## config.mk

```make
export PLATFORM = sky130hd
export DESIGN_NAME = stepper_move_ramp_generator
export DESIGN_NICKNAME = d
export VERILOG_FILES = /design/src/sv/smrg_pkg.sv /design/src/sv/smrg_div.sv /design/src/sv/smrg_ramp.sv /design/src/sv/stepper_move_ramp_generator.sv
export SDC_FILE = /design/constraint.sdc
export NUM_CORES = 2
export LEC_CHECK = 0
export ABC_AREA = 1
export BUFFER_PORTS_ARGS = -buffer_cell sky130_fd_sc_hd__buf_4
export CORE_UTILIZATION = 30
export DETAILED_ROUTE_END_ITERATION = 7
export PLACE_DENSITY = 0.48
export SYNTH_ARGS = -nofsm -noshare
export SYNTH_HDL_FRONTEND = slang
export SYNTH_HIERARCHICAL = 1
export SYNTH_SLANG_ARGS = --single-unit
```

## constraint.sdc

```tcl
create_clock -name clk -period 16.2 [get_ports clk]
set_clock_uncertainty 0.15 [all_clocks]
set_input_delay 1.62 -clock clk [delete_from_list [all_inputs] [get_ports clk]]
set_output_delay 1.62 -clock clk [all_outputs]
set_load 0.02 [all_outputs]
```

## src/sv/smrg_pkg.sv

```systemverilog
// Shared types, codes and constants of the stepper move ramp generator.
`timescale 1ns / 1ps
`default_nettype none
package smrg_pkg;

  localparam int POS_W      = 20;
  localparam int HALF_W     = 13;
  localparam int LEN_W      = 16;
  localparam int MODE_W     = 3;
  localparam int STAT_W     = 3;
  localparam int CFG_IDX_W  = 3;
  localparam int CFG_DATA_W = 20;
  localparam int EASE_W     = 8;
  localparam int EASE_IDX_W = 6;

  // Full scale of the ease table and its last index.
  localparam int EASE_FULL = 255;
  localparam int EASE_LAST = 63;

  localparam logic [MODE_W-1:0] MODE_ENABLE = 3'd0;
  localparam logic [MODE_W-1:0] MODE_START  = 3'd1;
  localparam logic [MODE_W-1:0] MODE_TICK   = 3'd2;
  localparam logic [MODE_W-1:0] MODE_ESTOP  = 3'd3;
  localparam logic [MODE_W-1:0] MODE_HOME   = 3'd4;

  localparam logic [STAT_W-1:0] STAT_OK       = 3'd0;
  localparam logic [STAT_W-1:0] STAT_DISABLED = 3'd1;
  localparam logic [STAT_W-1:0] STAT_MAX_LIM  = 3'd2;
  localparam logic [STAT_W-1:0] STAT_MIN_LIM  = 3'd3;
  localparam logic [STAT_W-1:0] STAT_BAD_STEP = 3'd4;
  localparam logic [STAT_W-1:0] STAT_BUSY     = 3'd5;
  localparam logic [STAT_W-1:0] STAT_IDLE     = 3'd6;

  localparam logic [CFG_IDX_W-1:0] CFG_BASE_HALF    = 3'd0;
  localparam logic [CFG_IDX_W-1:0] CFG_ACCEL_LEN    = 3'd1;
  localparam logic [CFG_IDX_W-1:0] CFG_DECEL_LEN    = 3'd2;
  localparam logic [CFG_IDX_W-1:0] CFG_TRAVEL_LIMIT = 3'd3;
  localparam logic [CFG_IDX_W-1:0] CFG_MIN_DELAY    = 3'd4;
  localparam logic [CFG_IDX_W-1:0] CFG_MAX_DELAY    = 3'd5;

  localparam logic [HALF_W-1:0] BASE_HALF_RST    = 13'd600;
  localparam logic [LEN_W-1:0]  ACCEL_LEN_RST    = 16'd300;
  localparam logic [LEN_W-1:0]  DECEL_LEN_RST    = 16'd300;
  localparam logic [POS_W-1:0]  TRAVEL_LIMIT_RST = 20'd28000;
  localparam logic [HALF_W-1:0] MIN_DELAY_RST    = 13'd20;
  localparam logic [HALF_W-1:0] MAX_DELAY_RST    = 13'd5000;

  // Half-cosine easing curve, 0 at the start of a ramp and 255 at its end.
  localparam logic [EASE_W-1:0] EASE_TABLE [64] = '{
    8'd0,   8'd0,   8'd1,   8'd1,   8'd3,   8'd4,   8'd6,   8'd8,
    8'd10,  8'd13,  8'd16,  8'd19,  8'd22,  8'd26,  8'd30,  8'd34,
    8'd38,  8'd43,  8'd48,  8'd53,  8'd58,  8'd64,  8'd69,  8'd75,
    8'd81,  8'd87,  8'd93,  8'd99,  8'd105, 8'd112, 8'd118, 8'd124,
    8'd131, 8'd137, 8'd143, 8'd150, 8'd156, 8'd162, 8'd168, 8'd174,
    8'd180, 8'd186, 8'd191, 8'd197, 8'd202, 8'd207, 8'd212, 8'd217,
    8'd221, 8'd225, 8'd229, 8'd233, 8'd236, 8'd239, 8'd242, 8'd245,
    8'd247, 8'd249, 8'd251, 8'd252, 8'd254, 8'd254, 8'd255, 8'd255
  };

  typedef struct packed {
    logic [STAT_W-1:0] status;
    logic              step_pulse;
    logic              direction;
    logic [HALF_W-1:0] half_period;
    logic              move_done;
    logic [POS_W-1:0]  position;
    logic              motor_on;
    logic              busy_res;
  } res_t;

  // One ramp evaluation: ease position within a ramp of len steps, blended
  // from one half-period toward another.
  typedef struct packed {
    logic [POS_W-1:0]  pos;
    logic [POS_W-1:0]  len;
    logic [HALF_W-1:0] from;
    logic [HALF_W-1:0] to;
  } ramp_req_t;

endpackage
`default_nettype wire

```

## src/sv/smrg_div.sv

```systemverilog
// Bit-serial restoring divider, one quotient bit per cycle.
`timescale 1ns / 1ps
`default_nettype none
module smrg_div #(
  parameter int NW = 26,
  parameter int DW = 20,
  parameter int QB = 13
) (
  input  wire logic          clk,
  input  wire logic          rst,
  input  wire logic          start,
  input  wire logic [NW-1:0] dividend,
  input  wire logic [DW-1:0] divisor,
  output logic               done,
  output logic [QB-1:0]      quotient
);

  localparam int CW = (QB > 1) ? $clog2(QB) : 1;

  logic [DW-1:0] rem;
  logic [QB-1:0] dq;
  logic [DW-1:0] den;
  logic [CW-1:0] cnt;
  logic          run;
  logic [DW:0]   trial;
  logic [DW:0]   diffv;
  logic          ge;
  logic [NW-1:0] hi;

  // The caller guarantees the quotient fits in QB bits, so the bits above
  // the low QB bits of the dividend are already below the divisor.
  assign hi    = dividend >> QB;
  assign trial = {rem, dq[QB-1]};
  assign diffv = trial - {1'b0, den};
  assign ge    = (trial >= {1'b0, den});

  always_ff @(posedge clk) begin
    if (rst) begin
      run  <= 1'b0;
      done <= 1'b0;
    end else begin
      done <= run && !start && (cnt == '0);
      if (start) begin
        run <= 1'b1;
        cnt <= CW'(QB - 1);
      end else if (run) begin
        cnt <= cnt - 1'b1;
        if (cnt == '0) begin
          run <= 1'b0;
        end
      end
    end
  end

  always_ff @(posedge clk) begin
    if (start) begin
      rem <= DW'(hi);
      dq  <= dividend[QB-1:0];
      den <= divisor;
    end else if (run) begin
      rem <= ge ? diffv[DW-1:0] : trial[DW-1:0];
      dq  <= {dq[QB-2:0], ge};
    end
  end

  assign quotient = dq;

endmodule
`default_nettype wire

```

## src/sv/smrg_ramp.sv

```systemverilog
// Ramp half-period sequencer: three passes through the serial divider.
`timescale 1ns / 1ps
`default_nettype none
module smrg_ramp #(
  parameter int TABLE_DEPTH = 64
) (
  input  wire logic                         clk,
  input  wire logic                         rst,
  input  wire logic                         start,
  input  wire smrg_pkg::ramp_req_t          req,
  output logic                              done,
  output logic [smrg_pkg::HALF_W-1:0]       half
);

  localparam int IW = $clog2(TABLE_DEPTH);
  localparam int DW = smrg_pkg::POS_W;
  localparam int NW = DW + IW;
  localparam int QB = smrg_pkg::HALF_W;
  localparam int HW = smrg_pkg::HALF_W;

  typedef enum logic [4:0] {
    R_IDLE  = 5'b00001,
    R_MUL   = 5'b00010,
    R_LOAD  = 5'b00100,
    R_WAIT  = 5'b01000,
    R_SCALE = 5'b10000
  } ramp_state_t;

  typedef enum logic [2:0] {
    PH_IDX   = 3'b001,
    PH_EASE  = 3'b010,
    PH_BLEND = 3'b100
  } ramp_phase_t;

  ramp_state_t                    state;
  ramp_phase_t                    phase;
  smrg_pkg::ramp_req_t            rq;
  logic [NW-1:0]                  num;
  logic [DW-1:0]                  den;
  logic [HW-1:0]                  diff;
  logic                           falling;
  logic [smrg_pkg::EASE_W-1:0]    ease;
  logic                           div_done;
  logic [QB-1:0]                  quot;
  logic [smrg_pkg::EASE_IDX_W-1:0] tix;

  smrg_div #(.NW(NW), .DW(DW), .QB(QB)) u_div (
    .clk      (clk),
    .rst      (rst),
    .start    (state == R_LOAD),
    .dividend (num),
    .divisor  (den),
    .done     (div_done),
    .quotient (quot)
  );

  // Resample the ramp index onto the stored table, clamped to its last entry.
  assign tix = (quot > QB'(smrg_pkg::EASE_LAST)) ? smrg_pkg::EASE_IDX_W'(smrg_pkg::EASE_LAST)
                                                 : quot[smrg_pkg::EASE_IDX_W-1:0];

  always_ff @(posedge clk) begin
    if (rst) begin
      state <= R_IDLE;
      phase <= PH_IDX;
      done  <= 1'b0;
    end else begin
      done <= (state == R_WAIT) && div_done && (phase == PH_BLEND);
      case (state)
        R_IDLE: begin
          if (start) begin
            state <= R_MUL;
          end
        end
        R_MUL: begin
          phase <= PH_IDX;
          state <= R_LOAD;
        end
        R_LOAD: begin
          state <= R_WAIT;
        end
        R_WAIT: begin
          if (div_done) begin
            case (phase)
              PH_IDX: begin
                phase <= PH_EASE;
                state <= R_LOAD;
              end
              PH_EASE: begin
                state <= R_SCALE;
              end
              default: begin
                state <= R_IDLE;
              end
            endcase
          end
        end
        R_SCALE: begin
          phase <= PH_BLEND;
          state <= R_LOAD;
        end
        default: begin
          state <= R_IDLE;
        end
      endcase
    end
  end

  always_ff @(posedge clk) begin
    case (state)
      R_IDLE: begin
        if (start) begin
          rq <= req;
        end
      end
      R_MUL: begin
        num     <= NW'(rq.pos) * NW'(TABLE_DEPTH - 1);
        den     <= rq.len;
        falling <= (rq.from >= rq.to);
        diff    <= (rq.from >= rq.to) ? (rq.from - rq.to) : (rq.to - rq.from);
      end
      R_WAIT: begin
        if (div_done) begin
          case (phase)
            PH_IDX: begin
              num <= NW'(quot) * NW'(smrg_pkg::EASE_LAST);
              den <= DW'(TABLE_DEPTH - 1);
            end
            PH_EASE: begin
              ease <= smrg_pkg::EASE_TABLE[tix];
            end
            default: begin
              half <= falling ? (rq.from - quot) : (rq.from + quot);
            end
          endcase
        end
      end
      R_SCALE: begin
        num <= NW'(diff) * NW'(ease);
        den <= DW'(smrg_pkg::EASE_FULL);
      end
      default: begin
      end
    endcase
  end

endmodule
`default_nettype wire

```

## src/sv/stepper_move_ramp_generator.sv

```systemverilog
// Top level of the single-axis stepper move generator with S-curve ramps.
`timescale 1ns / 1ps
`default_nettype none
// Each input beat gives exactly one result beat. Enable, start, e-stop,
// reset-position, idle ticks and cruise ticks pass from the result hold
// register into the output register, and no new beat is taken until they
// have moved there. A step tick inside the acceleration or deceleration
// ramp first waits for the ramp sequencer, with no new beat taken: the
// eased half-period needs three 13-bit passes through one bit-serial
// divider (ramp index, table resample, and the blend scaled by 1/255),
// each with load and hand-off, plus sequencing. A stalled output keeps
// the result in the hold register. A new input beat is taken while the
// previous result still waits in the output register. Configuration writes
// land at once and belong between moves.
module stepper_move_ramp_generator #(
  parameter int TABLE_DEPTH = 64
) (
  input  wire logic                                clk,
  input  wire logic                                rst,
  input  wire logic                                cfg_wen,
  input  wire logic [smrg_pkg::CFG_IDX_W-1:0]      cfg_index,
  input  wire logic [smrg_pkg::CFG_DATA_W-1:0]     cfg_data,
  input  wire logic                                in_valid,
  output logic                                     in_ready,
  input  wire logic [smrg_pkg::MODE_W-1:0]         mode,
  input  wire logic                                enable_value,
  input  wire logic [smrg_pkg::POS_W-1:0]          steps,
  input  wire logic                                forward,
  input  wire logic [smrg_pkg::HALF_W-1:0]         cruise_half,
  output logic                                     out_valid,
  input  wire logic                                out_ready,
  output logic [smrg_pkg::STAT_W-1:0]              status,
  output logic                                     step_pulse,
  output logic                                     direction,
  output logic [smrg_pkg::HALF_W-1:0]              half_period,
  output logic                                     move_done,
  output logic [smrg_pkg::POS_W-1:0]               position,
  output logic                                     motor_on,
  output logic                                     busy_res
);

  localparam int PW = smrg_pkg::POS_W;
  localparam int HW = smrg_pkg::HALF_W;
  localparam int LW = smrg_pkg::LEN_W;

  typedef enum logic [2:0] {
    ST_IDLE = 3'b001,
    ST_CALC = 3'b010,
    ST_HOLD = 3'b100
  } top_state_t;

  top_state_t state;

  logic [HW-1:0] base_half;
  logic [LW-1:0] accel_len;
  logic [LW-1:0] decel_len;
  logic [PW-1:0] travel_limit;
  logic [HW-1:0] min_delay;
  logic [HW-1:0] max_delay;

  logic          enable_flag,     enable_flag_next;
  logic [PW-1:0] axis_position,   axis_position_next;
  logic          move_running,    move_running_next;
  logic [PW-1:0] move_total,      move_total_next;
  logic [PW-1:0] step_count,      step_count_next;
  logic          move_dir,        move_dir_next;
  logic [HW-1:0] move_cruise,     move_cruise_next;
  logic [PW-1:0] ramp_up_len,     ramp_up_len_next;
  logic [PW-1:0] ramp_down_start, ramp_down_start_next;

  smrg_pkg::res_t      res_hold, res_hold_next;
  smrg_pkg::res_t      res_out;
  smrg_pkg::ramp_req_t ramp_req, ramp_req_next;
  logic                ramp_go;
  logic                need_ramp;
  logic                ramp_done;
  logic [HW-1:0]       ramp_half;
  logic                accept;

  // Start-move preparation.
  logic [HW-1:0] cruise_lo;
  logic [HW-1:0] cruise_c;
  logic [PW-1:0] room;
  logic [PW-1:0] stp;
  logic [LW:0]   ramp_sum;
  logic          short_move;
  logic [PW-1:0] up_len;
  logic [PW-1:0] down_len;

  // Tick preparation.
  logic [PW-1:0] step_inc;
  logic          in_up;
  logic          in_down;

  assign accept   = in_valid && in_ready;
  assign in_ready = (state == ST_IDLE);

  assign cruise_lo  = (cruise_half < min_delay) ? min_delay : cruise_half;
  assign cruise_c   = (cruise_lo > max_delay) ? max_delay : cruise_lo;
  assign room       = forward ? (travel_limit - axis_position) : axis_position;
  assign stp        = (steps > room) ? room : steps;
  assign ramp_sum   = {1'b0, accel_len} + {1'b0, decel_len};
  assign short_move = (stp < PW'(ramp_sum));
  assign up_len     = short_move ? (stp >> 1) : PW'(accel_len);
  assign down_len   = short_move ? (stp - (stp >> 1)) : PW'(decel_len);

  assign step_inc = step_count + 1'b1;
  assign in_up    = (step_count < ramp_up_len);
  assign in_down  = (step_count >= ramp_down_start) && (move_total > ramp_down_start);

  always_comb begin
    enable_flag_next     = enable_flag;
    axis_position_next   = axis_position;
    move_running_next    = move_running;
    move_total_next      = move_total;
    step_count_next      = step_count;
    move_dir_next        = move_dir;
    move_cruise_next     = move_cruise;
    ramp_up_len_next     = ramp_up_len;
    ramp_down_start_next = ramp_down_start;
    ramp_req_next        = ramp_req;
    need_ramp            = 1'b0;
    res_hold_next        = '0;
    res_hold_next.status = smrg_pkg::STAT_OK;

    case (mode)
      smrg_pkg::MODE_ENABLE: begin
        enable_flag_next = enable_value;
        if (!enable_value) begin
          move_running_next = 1'b0;
        end
      end
      smrg_pkg::MODE_START: begin
        if (!enable_flag) begin
          res_hold_next.status = smrg_pkg::STAT_DISABLED;
        end else if (move_running) begin
          res_hold_next.status = smrg_pkg::STAT_BUSY;
        end else if (steps == '0) begin
          res_hold_next.status = smrg_pkg::STAT_BAD_STEP;
        end else if (forward && (axis_position >= travel_limit)) begin
          res_hold_next.status = smrg_pkg::STAT_MAX_LIM;
        end else if (!forward && (axis_position == '0)) begin
          res_hold_next.status = smrg_pkg::STAT_MIN_LIM;
        end else begin
          move_total_next      = stp;
          step_count_next      = '0;
          move_dir_next        = forward;
          move_cruise_next     = cruise_c;
          ramp_up_len_next     = up_len;
          ramp_down_start_next = stp - down_len;
          move_running_next    = 1'b1;
        end
      end
      smrg_pkg::MODE_TICK: begin
        if (!move_running) begin
          res_hold_next.status = smrg_pkg::STAT_IDLE;
        end else begin
          res_hold_next.step_pulse = 1'b1;
          axis_position_next = move_dir ? (axis_position + 1'b1) : (axis_position - 1'b1);
          step_count_next    = step_inc;
          if (step_inc >= move_total) begin
            res_hold_next.move_done = 1'b1;
            move_running_next       = 1'b0;
          end
          if (in_up) begin
            need_ramp          = 1'b1;
            ramp_req_next.pos  = step_count;
            ramp_req_next.len  = ramp_up_len;
            ramp_req_next.from = base_half;
            ramp_req_next.to   = move_cruise;
          end else if (in_down) begin
            need_ramp          = 1'b1;
            ramp_req_next.pos  = step_count - ramp_down_start;
            ramp_req_next.len  = move_total - ramp_down_start;
            ramp_req_next.from = move_cruise;
            ramp_req_next.to   = base_half;
          end else begin
            res_hold_next.half_period = move_cruise;
          end
        end
      end
      smrg_pkg::MODE_ESTOP: begin
        enable_flag_next  = 1'b0;
        move_running_next = 1'b0;
      end
      smrg_pkg::MODE_HOME: begin
        if (move_running) begin
          res_hold_next.status = smrg_pkg::STAT_BUSY;
        end else begin
          axis_position_next = '0;
        end
      end
      default: begin
      end
    endcase

    res_hold_next.direction = move_dir_next;
    res_hold_next.position  = axis_position_next;
    res_hold_next.motor_on  = enable_flag_next;
    res_hold_next.busy_res  = move_running_next;
  end

  smrg_ramp #(.TABLE_DEPTH(TABLE_DEPTH)) u_ramp (
    .clk   (clk),
    .rst   (rst),
    .start (ramp_go),
    .req   (ramp_req),
    .done  (ramp_done),
    .half  (ramp_half)
  );

  always_ff @(posedge clk) begin
    if (rst) begin
      base_half    <= smrg_pkg::BASE_HALF_RST;
      accel_len    <= smrg_pkg::ACCEL_LEN_RST;
      decel_len    <= smrg_pkg::DECEL_LEN_RST;
      travel_limit <= smrg_pkg::TRAVEL_LIMIT_RST;
      min_delay    <= smrg_pkg::MIN_DELAY_RST;
      max_delay    <= smrg_pkg::MAX_DELAY_RST;
    end else if (cfg_wen) begin
      case (cfg_index)
        smrg_pkg::CFG_BASE_HALF:    base_half    <= cfg_data[HW-1:0];
        smrg_pkg::CFG_ACCEL_LEN:    accel_len    <= cfg_data[LW-1:0];
        smrg_pkg::CFG_DECEL_LEN:    decel_len    <= cfg_data[LW-1:0];
        smrg_pkg::CFG_TRAVEL_LIMIT: travel_limit <= cfg_data[PW-1:0];
        smrg_pkg::CFG_MIN_DELAY:    min_delay    <= cfg_data[HW-1:0];
        smrg_pkg::CFG_MAX_DELAY:    max_delay    <= cfg_data[HW-1:0];
        default: begin
        end
      endcase
    end
  end

  always_ff @(posedge clk) begin
    if (rst) begin
      enable_flag     <= 1'b0;
      axis_position   <= '0;
      move_running    <= 1'b0;
      move_total      <= '0;
      step_count      <= '0;
      move_dir        <= 1'b0;
      move_cruise     <= '0;
      ramp_up_len     <= '0;
      ramp_down_start <= '0;
    end else if (accept) begin
      enable_flag     <= enable_flag_next;
      axis_position   <= axis_position_next;
      move_running    <= move_running_next;
      move_total      <= move_total_next;
      step_count      <= step_count_next;
      move_dir        <= move_dir_next;
      move_cruise     <= move_cruise_next;
      ramp_up_len     <= ramp_up_len_next;
      ramp_down_start <= ramp_down_start_next;
    end
  end

  always_ff @(posedge clk) begin
    if (rst) begin
      state     <= ST_IDLE;
      ramp_go   <= 1'b0;
      out_valid <= 1'b0;
    end else begin
      ramp_go <= accept && need_ramp;
      if ((state == ST_HOLD) && (!out_valid || out_ready)) begin
        out_valid <= 1'b1;
      end else if (out_valid && out_ready) begin
        out_valid <= 1'b0;
      end
      case (state)
        ST_IDLE: begin
          if (accept) begin
            state <= need_ramp ? ST_CALC : ST_HOLD;
          end
        end
        ST_CALC: begin
          if (ramp_done) begin
            state <= ST_HOLD;
          end
        end
        ST_HOLD: begin
          if (!out_valid || out_ready) begin
            state <= ST_IDLE;
          end
        end
        default: begin
          state <= ST_IDLE;
        end
      endcase
    end
  end

  always_ff @(posedge clk) begin
    if (accept) begin
      res_hold <= res_hold_next;
      ramp_req <= ramp_req_next;
    end else if ((state == ST_CALC) && ramp_done) begin
      res_hold.half_period <= ramp_half;
    end
    if ((state == ST_HOLD) && (!out_valid || out_ready)) begin
      res_out <= res_hold;
    end
  end

  assign status      = res_out.status;
  assign step_pulse  = res_out.step_pulse;
  assign direction   = res_out.direction;
  assign half_period = res_out.half_period;
  assign move_done   = res_out.move_done;
  assign position    = res_out.position;
  assign motor_on    = res_out.motor_on;
  assign busy_res    = res_out.busy_res;

endmodule
`default_nettype wire
```

==> results.sh <==
export IMPL_cp_startpoint="axis_position[0]$_SDFFE_PP0P_"
export IMPL_rsz0062_at_grt="false"
export IMPL_cts_clk_slew_worst_paths_ns=0.06
export IMPL_grt_overflow=0
export IMPL_via_per_inst=4.75
export IMPL_synth_top_family_by_area="simple AND/OR/NAND/NOR gates"
export IMPL_syn_area_per_cell_um2=8.02
export IMPL_syn_to_final_growth_pct=12.3
export IMPL_die_w_um=382
export IMPL_cpPeakStageDelay_ns=0.89
export IMPL_critical_path_top_cell_by_count="nand2_1"
export IMPL_dp_cells=7290
export IMPL_synthMuxAreaShare_pct=0
export IMPL_finalSetupViolCount=0
export IMPL_synth_nets=6046
export IMPL_synth_compound_area_share_pct=12.9
export IMPL_synth_ff_type="edfxtp_1"
export IMPL_layout_commonest_cell="nand2_1"
export IMPL_rows=139
export IMPL_synth_simple_gate_area_share_pct=20.5
export IMPL_hold_class="register to register"
export IMPL_grt_max_degree=105
export IMPL_pin_count=109
export IMPL_grt_use_total_pct=17.5
export IMPL_layout_min_cycle_time_ns=9.17
export IMPL_numCtsBuffers=73
export IMPL_drt_iter0_markers=2163
export IMPL_synth_area_um2=43300
export IMPL_h_tree_depth=3
export IMPL_synth_fa_ha_area_share_pct=19.6
export IMPL_ctsResizeCount=0
export IMPL_numPortBuffers=108
export IMPL_hp_start="ramp_req[52]$_DFFE_PP_"
export IMPL_async_flop_share_pct=0
export IMPL_synthCells=5400
export IMPL_fmax_ghz=0.109
export IMPL_power_mw=5.84
export IMPL_layout_common_cells="1220 x nand2_1, 848 x inv_1, 434 x a21oi_1"
export IMPL_r2r_start="axis_position[0]$_SDFFE_PP0P_"
export IMPL_cap_viol_max_count=0
export IMPL_finalCritPeriodShare_pct=56.6
export IMPL_ys_seq_area_share_pct=34.5
export IMPL_die_area_um2=146000
export IMPL_wl_per_cell_um=17.5
export IMPL_cts_sinks=574
export IMPL_holdBufCountCts=0
export IMPL_cts_setup_buffers=0
export IMPL_drtPass1Iterations=6
export IMPL_antenna_found_initial=1
export IMPL_ctsRootBufferMaster="clkbuf_16"
export IMPL_synth_xor_area_share_pct=3.20
export IMPL_detailed_place_hpwl_um=103000
export IMPL_critical_path_slowest_cell="o21ai_0"
export IMPL_clock_path_buffers=3
export IMPL_p_leak_nw=22.5
export IMPL_p_per_area_nw_per_um2=120
export IMPL_initial_utilization_pct=30.2
export IMPL_synth_edf_count=345
export IMPL_max_slew_worst_pin_slew_ns=1.13
export IMPL_grt_pass1_wl_um=200000
export IMPL_cts_tree="done"
export IMPL_ys_types=76
export IMPL_num_antenna_cells=0
export IMPL_nFillCells=15100
export IMPL_status="finished, final reports clean"
export IMPL_cp_max_fo=43
export IMPL_worstSetupPathType="register to register"
export IMPL_nets=6108
export IMPL_fin_tns_setup_ns=0
export IMPL_ys_warn_count=6
export IMPL_drcViolationCount=0
export IMPL_dieHeight_um=382
export IMPL_cp_start_kind="register"
export IMPL_cp_required_ns=16.67
export IMPL_clock_latency_ns=0.69
export IMPL_slew_viol_final=0
export IMPL_end_kind="register"
export IMPL_relSlewSlack_pct=23.9
export IMPL_synth_seq_cells=574
export IMPL_hold_violations=0
export IMPL_core_area_um2=143000
export IMPL_drive_above_1_share_pct=7.64
export IMPL_vias=35300
export IMPL_worst_ep_arrival_time_ns=9.65
export IMPL_ant_nets=0
export IMPL_post_layout_nonfiller_instances=7426
export IMPL_grt_pass1_vias=34400
export IMPL_wirelength_um=130000
export IMPL_place_congestion=0.895
export IMPL_vdd_ir_drop_max_v=0.0000914
==> routing by layer <==
| layer | vias up | track usage [%] | wire length, um |
|---|---|---|---|
| met1 | 16600 | 23.8 | 61700 |
| met2 | 615 | 29.4 | 61100 |
| met4 | 0 | 3.84 | 2320 |
| li1 | 17900 | - | - |
| met3 | 126 | 2.18 | 4690 |
| met5 | - | 0 | 0 |
==> synth_stat cells, drive strengths merged, types with 4 or more instances <==
library cell,number,area (um^2)
edfxtp,345,10400
o31ai,9,67.6
a211oi,17,133
ha,414,5180
and2,4,25.0
nand4,46,294
o221ai,6,52.6
o21ai,376,1910
buf,34,234
a22oi,6,45.0
a31oi,16,106
nor2,328,1290
xor2,98,858
xnor2,60,526
nand2,1257,4880
o22ai,10,62.6
or2,25,159
nand3,298,1640
clkinv,7,27.5
a21oi,440,2220
nor4,19,134
o21bai,25,191
o311ai,4,35.0
nor3,46,250
a21o,21,158
fa,166,3320
o211ai,46,355
o21a,9,67.6
inv,871,3270
clkbuf,120,468
a21boi,11,90.1
dfxtp,229,4580
nand3b,24,180
==> area by class of cell <==
type,count,area [um^2],area share [%]
clock buffer,89,1970,4.06
clock inverter,47,583,1.20
inverter,878,3300,6.79
multi-input combinational,3794,24400,50.2
sequential,574,14900,30.7
tap,1903,2380,4.89
timing repair buffer,141,1060,2.18
==> logic make-up after synthesis <==
kind of cell,count (synthesis)
and+or+nand+nor,2049
xor gates and xnor gates,158
adders and majority gates,580
DFF,574
AOI/OAI and AO/OA,1007
buffers and inverters,1032
==> where the power goes <==
group          internal (mW)  total [mW]  leakage [nW]  switching (mW)
combinational          0.827        2.41          16.3            1.59
clock                   1.00        1.72          1.23           0.714
sequential              1.67        1.71          4.98          0.0399
total                   3.50        5.84          22.5            2.34
==> per-stage QoR <==
step	cell area [um^2]	hold WS (ns)	utilization [%]	worst slack (ns)
2_1_floorplan	43300	0.250	-	8.21
3_3_place_gp	46100	0.251	32.1	7.28
3_5_place_dp	46100	0.255	32.1	7.16
4_1_cts	48700	0.221	33.9	7.22
5_1_grt	48700	0.235	33.9	6.09
6_report	48700	0.232	33.9	7.03
==> worst max-delay path, delay by kind of cell, from the launching register on <==
| family | cells | cell delay [ns] |
|---|---|---|
| and+or+nand+nor | 31 | 2.98 |
| adders and majority gates | 5 | 1.76 |
| buffers and inverters | 6 | 1.01 |
| AOI/OAI and AO/OA | 9 | 2.72 |
| DFF | 1 | 0.36 |
| xor gates and xnor gates | 1 | 0.14 |
==> worst paths after layout <==
path / slack (ns) / cells after the start / end
worst min register to register: 0.23 / 0 / u_ramp/rq[52]$_DFFE_PP_
worst max-delay path: 7.03 / 52 / ramp_down_start[19]$_SDFFE_PP0P_
worst min-delay path: 0.23 / 0 / u_ramp/rq[52]$_DFFE_PP_
worst max register to register: 7.03 / 52 / ramp_down_start[19]$_SDFFE_PP0P_
==> state kept, by name (all words and copies together), names as in the netlist, 16 cells and up <==
| register | flops |
|---|---|
| res_hold | 41 |
| ramp_down_start | 20 |
| u_ramp/u_div/den | 20 |
| axis_position | 20 |
| u_ramp/den | 20 |
| ramp_req | 66 |
| u_ramp/u_div/rem | 20 |
| accel_len | 16 |
| position | 20 |
| travel_limit | 20 |
| step_count | 20 |
| u_ramp/rq | 66 |
| decel_len | 16 |
| ramp_up_len | 19 |
| u_ramp/num | 26 |
| move_total | 20 |
Note: power is estimated with default switching activity, not from simulation.
